===== config.mk =====
export PLATFORM = sky130hd
export DESIGN_NAME = bracket_balance_checker_top
export DESIGN_NICKNAME = d
export VERILOG_FILES = /design/src/hdl/bbc_pkg.sv /design/src/hdl/bracket_balance_checker_top.sv /design/src/hdl/bbc_stack_mem.sv /design/src/hdl/bbc_out_buf.sv
export SDC_FILE = /design/constraint.sdc
export NUM_CORES = 1
export LEC_CHECK = 0
export BUFFER_PORTS_ARGS = -buffer_cell sky130_fd_sc_hd__clkbuf_2
export CORE_MARGIN = 2
export CORE_UTILIZATION = 56
export CTS_BUF_LIST = sky130_fd_sc_hd__clkbuf_16
export CTS_CLUSTER_SIZE = 14
export DETAILED_ROUTE_END_ITERATION = 12
export MAX_ROUTING_LAYER = met4
export PLACE_DENSITY = 0.75
export RECOVER_POWER = 100
export SLEW_MARGIN = 20
export SYNTH_ARGS = -nofsm -noshare
export SYNTH_HDL_FRONTEND = slang
export SYNTH_HIERARCHICAL = 1
export SYNTH_SLANG_ARGS = --single-unit
export TNS_END_PERCENT = 100

===== constraint.sdc =====
create_clock -name clk -period 4.6 [get_ports clk]
set_input_delay 0.92 -clock clk [delete_from_list [all_inputs] [get_ports clk]]
set_output_delay 0.92 -clock clk [all_outputs]
set_load 0.02 [all_outputs]

===== src/hdl/bbc_pkg.sv =====
// Package with the shared types and constants of the bracket balance checker.
`default_nettype none

package bbc_pkg;

  localparam int DEFAULT_STACK_DEPTH = 64;

  localparam logic [7:0] CHAR_OPEN_BRACE    = 8'h7B;
  localparam logic [7:0] CHAR_OPEN_PAREN    = 8'h28;
  localparam logic [7:0] CHAR_OPEN_BRACKET  = 8'h5B;
  localparam logic [7:0] CHAR_CLOSE_BRACE   = 8'h7D;
  localparam logic [7:0] CHAR_CLOSE_PAREN   = 8'h29;
  localparam logic [7:0] CHAR_CLOSE_BRACKET = 8'h5D;

  typedef logic [1:0] code_t;

  localparam code_t CODE_BRACE   = 2'd0;
  localparam code_t CODE_PAREN   = 2'd1;
  localparam code_t CODE_BRACKET = 2'd2;

  typedef struct packed {
    logic [7:0] in_char;
    logic       end_of_string;
  } char_t;

  typedef struct packed {
    logic balanced;
    logic overflow;
  } result_t;

endpackage

`default_nettype wire


===== src/hdl/bracket_balance_checker_top.sv =====
// Top level of the bracket balance checker: stack control, memory and result buffer.
//
//   Channel   Direction  Handshake                   Payload
//   char      in         char_valid / char_stall     char_data (char_t)
//   result    out        result_valid / result_stall result_data (result_t)
//
// One byte is taken every cycle unless stalled; the top of stack sits in a register and
// the entry below it is kept read ahead from the stack memory, so a pop never waits on
// a read. A result appears in the cycle after its last byte is accepted when the result
// register is free, and waits in the skid stage while an earlier result is stalled.
// Reset is synchronous and clears the count and flags; the memory is not cleared.
// The char channel stalls only while the result skid stage holds a waiting result.
`default_nettype none

module bracket_balance_checker_top
  import bbc_pkg::*;
#(
  parameter int STACK_DEPTH = DEFAULT_STACK_DEPTH
) (
  input  wire logic    clk,
  input  wire logic    rst,
  input  wire logic    char_valid,
  output logic         char_stall,
  input  wire char_t   char_data,
  output logic         result_valid,
  input  wire logic    result_stall,
  output result_t      result_data
);

  localparam int AW = (STACK_DEPTH > 1) ? $clog2(STACK_DEPTH) : 1;
  localparam int CW = $clog2(STACK_DEPTH + 1);
  localparam logic [CW-1:0] FULL_COUNT = CW'(STACK_DEPTH);

  logic          accept;
  logic          is_open;
  logic          is_close;
  code_t         char_code;

  logic [CW-1:0] count;
  logic [CW-1:0] count_next;
  code_t         top;
  code_t         top_next;
  logic          failed;
  logic          failed_next;
  logic          overflowed;
  logic          overflowed_next;
  logic          push;
  code_t         below;
  logic [CW-1:0] below_index;
  logic          buf_full;
  logic          res_push;
  result_t       res_data;

  assign accept     = char_valid && !char_stall;
  assign char_stall = buf_full;

  always_comb begin
    is_open   = 1'b0;
    is_close  = 1'b0;
    char_code = CODE_BRACE;
    case (char_data.in_char)
      CHAR_OPEN_BRACE: begin
        is_open   = 1'b1;
        char_code = CODE_BRACE;
      end
      CHAR_OPEN_PAREN: begin
        is_open   = 1'b1;
        char_code = CODE_PAREN;
      end
      CHAR_OPEN_BRACKET: begin
        is_open   = 1'b1;
        char_code = CODE_BRACKET;
      end
      CHAR_CLOSE_BRACE: begin
        is_close  = 1'b1;
        char_code = CODE_BRACE;
      end
      CHAR_CLOSE_PAREN: begin
        is_close  = 1'b1;
        char_code = CODE_PAREN;
      end
      CHAR_CLOSE_BRACKET: begin
        is_close  = 1'b1;
        char_code = CODE_BRACKET;
      end
      default: begin
        is_open  = 1'b0;
        is_close = 1'b0;
      end
    endcase
  end

  always_comb begin
    count_next      = count;
    top_next        = top;
    failed_next     = failed;
    overflowed_next = overflowed;
    push            = 1'b0;
    if (accept && !failed) begin
      if (is_open) begin
        if (count == FULL_COUNT) begin
          failed_next     = 1'b1;
          overflowed_next = 1'b1;
        end else begin
          push       = 1'b1;
          count_next = count + CW'(1);
          top_next   = char_code;
        end
      end else if (is_close) begin
        if (count == '0) begin
          failed_next = 1'b1;
        end else if (top == char_code) begin
          count_next = count - CW'(1);
          top_next   = below;
        end else begin
          failed_next = 1'b1;
        end
      end
    end
    res_push          = accept && char_data.end_of_string;
    res_data.balanced = !failed_next && (count_next == '0);
    res_data.overflow = overflowed_next;
    if (res_push) begin
      count_next      = '0;
      failed_next     = 1'b0;
      overflowed_next = 1'b0;
    end
  end

  assign below_index = count_next - CW'(2);

  always_ff @(posedge clk) begin
    if (rst) begin
      count      <= '0;
      failed     <= 1'b0;
      overflowed <= 1'b0;
    end else begin
      count      <= count_next;
      failed     <= failed_next;
      overflowed <= overflowed_next;
    end
  end

  always_ff @(posedge clk) begin
    top <= top_next;
  end

  bbc_stack_mem #(
    .DEPTH (STACK_DEPTH),
    .AW    (AW)
  ) u_stack_mem (
    .clk     (clk),
    .wr_en   (push),
    .wr_addr (count[AW-1:0]),
    .wr_data (char_code),
    .rd_addr (below_index[AW-1:0]),
    .rd_data (below)
  );

  bbc_out_buf u_out_buf (
    .clk          (clk),
    .rst          (rst),
    .push         (res_push),
    .push_data    (res_data),
    .full         (buf_full),
    .result_valid (result_valid),
    .result_stall (result_stall),
    .result_data  (result_data)
  );

`ifndef ASSERT_OFF
  a_count_bound: assert property (@(posedge clk) disable iff (rst)
    count <= FULL_COUNT)
    else $error("Stack count exceeds the stack depth.");

  a_overflow_fails: assert property (@(posedge clk) disable iff (rst)
    overflowed |-> failed)
    else $error("Overflow flag set without the failure flag.");

  a_clear_after_end: assert property (@(posedge clk) disable iff (rst)
    (accept && char_data.end_of_string) |=> (count == '0) && !failed && !overflowed)
    else $error("State not cleared after the last byte of a string.");

  a_result_follows: assert property (@(posedge clk) disable iff (rst)
    (accept && char_data.end_of_string) |=> result_valid)
    else $error("No result offered after the last byte of a string.");
`endif

endmodule

`default_nettype wire


===== src/hdl/bbc_stack_mem.sv =====
// Synchronous stack memory with one write port and one registered read port.
`default_nettype none

module bbc_stack_mem
  import bbc_pkg::*;
#(
  parameter int DEPTH = DEFAULT_STACK_DEPTH,
  parameter int AW    = (DEPTH > 1) ? $clog2(DEPTH) : 1
) (
  input  wire logic          clk,
  input  wire logic          wr_en,
  input  wire logic [AW-1:0] wr_addr,
  input  wire code_t         wr_data,
  input  wire logic [AW-1:0] rd_addr,
  output code_t              rd_data
);

  code_t mem [0:DEPTH-1];

  always_ff @(posedge clk) begin
    if (wr_en) begin
      mem[wr_addr] <= wr_data;
    end
  end

  always_ff @(posedge clk) begin
    rd_data <= mem[rd_addr];
  end

endmodule

`default_nettype wire


===== src/hdl/bbc_out_buf.sv =====
// Output register with a skid stage for the result channel.
`default_nettype none

module bbc_out_buf
  import bbc_pkg::*;
(
  input  wire logic    clk,
  input  wire logic    rst,
  input  wire logic    push,
  input  wire result_t push_data,
  output logic         full,
  output logic         result_valid,
  input  wire logic    result_stall,
  output result_t      result_data
);

  logic    skid_valid;
  result_t skid_data;
  logic    pop;
  logic    load_out;

  assign pop      = result_valid && !result_stall;
  assign load_out = !result_valid || pop;
  assign full     = skid_valid;

  always_ff @(posedge clk) begin
    if (rst) begin
      result_valid <= 1'b0;
      skid_valid   <= 1'b0;
    end else if (load_out) begin
      result_valid <= skid_valid || push;
      skid_valid   <= skid_valid && push;
    end else if (push) begin
      skid_valid <= 1'b1;
    end
  end

  always_ff @(posedge clk) begin
    if (load_out) begin
      if (skid_valid) begin
        result_data <= skid_data;
        skid_data   <= push_data;
      end else begin
        result_data <= push_data;
      end
    end else if (push) begin
      skid_data <= push_data;
    end
  end

endmodule

`default_nettype wire


Word-level counts from Yosys, hierarchy flattened. Memory sizes are Yosys's and may differ from the RTL's. A register that Yosys moved wholly into a read port is not among the register bits. Cells that the tools add are included.

Output and inout port bits: 4. Memory bits (writable): 128. Register bits after elaboration: 17. Memories kept: 1. Bits of input ports: 13. Word-level logic and storage cells: 85.

Add/subtract/negate cells: 3. Reductions and logical operators: 25. Equal/unequal tests: 11. Multiplexer cells: 35.

Memories: u_stack_mem.mem (depth 64, bits a word 2, rd ports 1, clocked after Yosys merged registers in 1, wr ports 1, line bbc_stack_mem.sv:18) `code_t mem [0:DEPTH-1];`.

Operators with widths (count): two-way mux 7 bit (7); equality test 8 x 7 -> 1 bit, second input constant (4); two-way mux 1 bit (18); two-way mux 2 bit (9); equality test 8 x 6 -> 1 bit, second input constant (2); logical NOT 7 bit (2); adder 7 x 1 -> 7 bit, second input constant (1); equality test 7 bit, second input constant (1); subtractor 7 x 1 -> 7 bit, second input constant (1); logical AND 1 bit (6); nonzero test 2 bit (3); OR reduction 2 bit (3); OR reduction 3 bit (2); subtractor 6 x 2 -> 6 bit, second input constant (1); logical NOT 1 bit (5); AND reduction 5 bit (1); != test 2 bit, second input constant (2); one-hot mux 2 bit (2 select lines) (1); equality test 2 bit (1); logical OR 1 bit (2); != test 2 x 1 -> 1 bit, second input constant (1); AND reduction 2 bit (1).

Logic depth before layout (Yosys ltp).
Depth in word-level cells: 13. Depth in mapped cells: 16. Gate-level depth less buffers: 15.

By module. Netlist, hierarchy kept.

By module, submodules not included: bbc_stack_mem (cells an instance 324, sequential area each 3883.7 µm², area an instance 5397.7 µm², instances 1); bracket_balance_checker_top (cells an instance 168, sequential area each 240.2 µm², area an instance 1312.5 µm², instances 1); bbc_out_buf (cells an instance 15, sequential area each 160.2 µm², area an instance 234.0 µm², instances 1).

Worst setup path before layout. No wires, ideal clock.

Kind: input-to-reg. Start: in char_data[5] (netlist bit). End: reg u_stack_mem.rd_data[0], read port of u_stack_mem.mem. Stages: 15. Setup slack: 0.096 ns. Data required time: 4.480 ns. Buffers on the path: 1. Arrival time: 4.384 ns. Library setup time: 0.120 ns. Cell sequence: or3b_2 or3_4 a211o_2 nor3_2 mux2i_1 and3_1 nand2b_1 ha_1 inv_1 clkbuf_1 nor2_1 a22o_1 o21ai_0 a21oi_1 a211o_1.

Cells in the longest elaborated chain, start to end: 11. Elaborated cells between the ends (all ways): 21. Those cells by class: add/sub (1); eq/ne (7); mux (9); reduce/logical (4).

Ends and longest elaborated chain: start: declaration (line bracket_balance_checker_top.sv:24) `input wire char_t char_data,`; equality test 8 x 7 -> 1 bit / equality test 8 x 6 -> 1 bit (equally long branches) (line bracket_balance_checker_top.sv:61) `case (char_data.in_char)`; OR reduction 2 bit (no source line); one-hot mux 2 bit (2 select lines) (line bracket_balance_checker_top.sv:61); equality test 2 bit (line bracket_balance_checker_top.sv:112) `end else if (top == char_code) begin`; two-way mux 7 bit (line bracket_balance_checker_top.sv:112); two-way mux 7 bit (line bracket_balance_checker_top.sv:110) `if (count == '0) begin`; two-way mux 7 bit (line bracket_balance_checker_top.sv:109) `end else if (is_close) begin`; two-way mux 7 bit (*) (line bracket_balance_checker_top.sv:100) `if (is_open) begin`; two-way mux 7 bit (*) (line bracket_balance_checker_top.sv:99) `if (accept && !failed) begin`; two-way mux 7 bit (*) (line bracket_balance_checker_top.sv:123) `if (res_push) begin`; subtractor 6 x 2 -> 6 bit (*) (line bracket_balance_checker_top.sv:130) `assign below_index = count_next - CW'(2);`; via below_index[1] (line bracket_balance_checker_top.sv:49) `logic [CW-1:0] below_index;`; end: declaration (line bbc_stack_mem.sv:15) `output code_t rd_data`.

Mark *: on every way through the listed nets, which the timed path passes. The rest lies on a longest branch. A chain may end at the register's enable or synchronous reset.

Worst setup path after layout.
Start: in char_data[5] (netlist bit). End: reg u_stack_mem.rd_data[1], read port of u_stack_mem.mem.

Same word-level chain as after synthesis.

==> reports/qor.csv <==
stage;metric;value;unit
outcome;status;finished, violations left;
outcome;violations in the final reports;capacitance limit, slew limit;
synth;flop and latch count out of synthesis;147;
worst_setup_path;crit start category;primary input;
drt;WL met3;841;um
clocking;H-tree depth;4;
worst_setup_path;CP Capture Type;flip-flop;
drt;top sig layer;met4;
synth;Post-Syn Area;6944;um2
synth;Cell variety after synth;73;
run;max capacitance violation total;2;
clocking;clk slew on worst S/H paths;60;ps
power;Leakage Power;0.002511;uW
timing;min Tclk post-route;4412;ps
placed_design;gpl congestion;0.8563;
synth;sequential fraction of the synthesis area;61.69;%
drt;Met1 Wirelength;6453;um
timing;clk_skew;12.48;ps
worst_setup_path;Critical Path Fanout Max;4;
synth;share of Yosys cell area claimed by the top area cell type;57.95;%
drt;1st-iter DRT viols;437;
timing;part of the cycle the worst path needs;95.92;%
placed_design;Post-DP HPWL;10240;um
drt;WL met2;7732;um
drt;DRT Wirelength;15230;um
worst_setup_path;Critical Path RT;4880;ps
clocking;TritonCTS clock tree;built;
synth;main flop type after synthesis;edfxtp_1;
finish;most frequent cells in the layout;edfxtp_1, nor2_1, mux4_2;
synth;post-synth net total;524;
clocking;maximum clock insertion buffer count;2;
placed_design;Place WS;-128.6;ps
worst_setup_path;CP startpoint;char_data[5];
drt;per-cell routed wire length;20.70;um
placed_design;port bufs;16;
drt;ANT nets after route;0;
grt;global-route wire length before repair;24030;um
finish;fin nets;572;
synth;number of synthesized flops with an enable pin;134;
grt;initial antenna violation count;0;
grt;total track usage;25.60;%
finish;commonest non-fill, non-tap cell in the layout;edfxtp_1;
synth;YS warnings;6;
worst_setup_path;Critical Path Most Common Cell;a311oi_1;
floorplan;Ports;17;
clocking;Post-CTS Resized;0;
clocking;total clock buffers created by CTS;17;
timing;Max Freq;226.6;MHz
clocking;CTS Sinks;147;
worst_setup_path;max incr delay on CP;550;ps
timing;worst setup margin;187.8;ps
floorplan;Rows;40;
timing;Relative slew margins;-70.60;%
power;VDD IR-drop max;353.5;uV
finish;layout cells sized above 1;21.48;%
synth;Area contributors post-synth;edfxtp_1, mux4_2, nor2_1;
min_path;HP Class;reg -> reg;
clocking;Post-CTS Setup Inserts;0;
grt;vias in the first global route;4429;
timing;RSZ-0062 raised after global routing;no;
floorplan;Die X;115.4;um
synth;Synth area leader;edfxtp_1;
floorplan;Starting Density;57.57;%
clocking;clk_lat worst skew;430;ps
floorplan;Core Region;12060;um2
grt;grt ovf;0;
drt;number of iterations in the first detailed-routing pass;5;
finish;# fillers;885;
worst_setup_path;R2R Path Start;count[5];
power;Power Dens Cells;347.5;nW/um2
finish;Syn-to-layout area delta;13.64;%
floorplan;Die Ht;115.4;um
timing;Worst Tran Pin Value;2559;ps
worst_setup_path;critical-path cell list;clkbuf_1 -> or3b_2 -> or3_4 -> clkbuf_2 -> a2111oi_4 -> a211oi_1 -> a211oi_1 -> and4_1 -> o21ai_1 -> nand2b_1 -> a2111oi_0 -> a311oi_1 -> a311oi_1 -> a311oi_1;
synth;asr flop ratio synth;0;%
finish;number of antenna repair diodes;0;
power;Design Power;2742;uW
clocking;clk root buf;clkbuf_16;
drt;DR vias;4561;
timing;Pins Over Slew Limit;109;
synth;Syn Inst Count;507;
drt;# DRC;0;
drt;routed vias/inst;6.197;
floorplan;die area;13310;um2
worst_setup_path;WS Path Type;in -> reg;
worst_setup_path;Arrival @ worst endpoint;4690;ps
synth;syn avg cell area;13.70;um2
min_path;hold path startpoint;failed;
worst_setup_path;Slowest cell on crit path;a2111oi_0;
grt;largest net degree at the start of global routing;65;
timing;# setup viols final;0;
clocking;hold_buf cts;0;
timing;final hold vios;0;
[synthesized netlist by cell type (all sizes together), types with 2 or more instances]
cell type	n
a2111oi	4
a211o	3
a211oi	4
a21o	2
a21oi	14
a22o	2
a22oi	6
a311oi	3
a31oi	4
and3	6
and4	2
buf	6
clkbuf	16
dfxtp	13
edfxtp	134
ha	4
inv	12
mux2	4
mux2i	6
mux4	29
nand2	28
nand2b	7
nand3	15
nand3b	4
nand4	3
nand4b	3
nor2	91
nor2b	11
nor3	14
nor3b	2
nor4	4
nor4b	2
o211ai	5
o21a	3
o21ai	12
o221ai	2
o31a	2
or2	4
or3	5
or3b	2
xnor2	3
[per-layer routing]
layer	vias to the layer above	track usage, %
li1	2055	-
met1	2310	33.41
met2	173	40.51
met3	23	6.378
met4	0	6.908
met5	-	-
[report_power, final]
| part | total (uW) | leakage (uW) | internal (uW) | switching (uW) |
|---|---|---|---|---|
| clock | 1230 | 0.000274 | 726 | 508 |
| combinational | 63.4 | 0.000941 | 24.3 | 39.1 |
| sequential | 1450 | 0.00130 | 1440 | 2.52 |
| total | 2740 | 0.00251 | 2190 | 549 |
[logic make-up (layout without fill, tap and decap cells)]
group,Yosys count,after routing,share of synthesized area [%]
and+or+nand+nor,208,208,15.44
buffers and inverters,34,95,2.414
muxes,39,39,10.97
DFF,147,147,61.69
xor gates and xnor gates,3,3,0.3784
adders and majority gates,4,4,0.7207
AOI/OAI and AO/OA,72,72,8.379
[state kept, by name (all words and copies together), names as in the netlist]
signal                  cells
top                         2
u_out_buf/skid_data         2
count                       7
u_out_buf/result_valid      1
u_out_buf/result_data       2
u_stack_mem/rd_data         2
u_out_buf/full              1
overflowed                  1
u_stack_mem/mem           128
failed                      1
[final timing paths]
path,slack [ps],cells past startpoint,end
setup / recovery,190,14,u_stack_mem/rd_data[1]
hold / removal,530,2,failed
setup reg to reg,400,12,u_stack_mem/rd_data[1]
hold reg to reg,530,2,failed
[per-stage QoR]
| step | TNS, ps | cells | hold WS, ps | util (%) | area (um2) |
|---|---|---|---|---|---|
| final | 0 | 736 | 529.8 | 65.43 | 7891 |
| after floorplan | 0 | 507 | 476.1 | - | 6944 |
| after CTS | 0 | 736 | 533.2 | 66.02 | 7963 |
| after global routing | 0 | 736 | 567.4 | 65.43 | 7891 |
| after detailed placement | -173.5 | 704 | 519.7 | 61.62 | 7432 |
| after global placement | -15.92 | 704 | 507.2 | 61.62 | 7432 |
[area by class of cell]
class	count	area (um2)	share of cell area, %
repair buffers	51	336.6	4.265
multi-input cells	326	2485	31.49
inverters	12	45.04	0.5708
clock inverters	15	105.1	1.332
flip-flops and latches	147	4284	54.29
well taps	168	210.2	2.664
clock buffers	17	425.4	5.391
[critical path, delay by kind of cell]
kind	cells	cell delay, ps
AND/OR/NAND/NOR	4	1330
AO/OA/AOI/OAI	8	2160
buffers and inverters	2	280
Note: power is estimated with default switching activity, not from simulation.
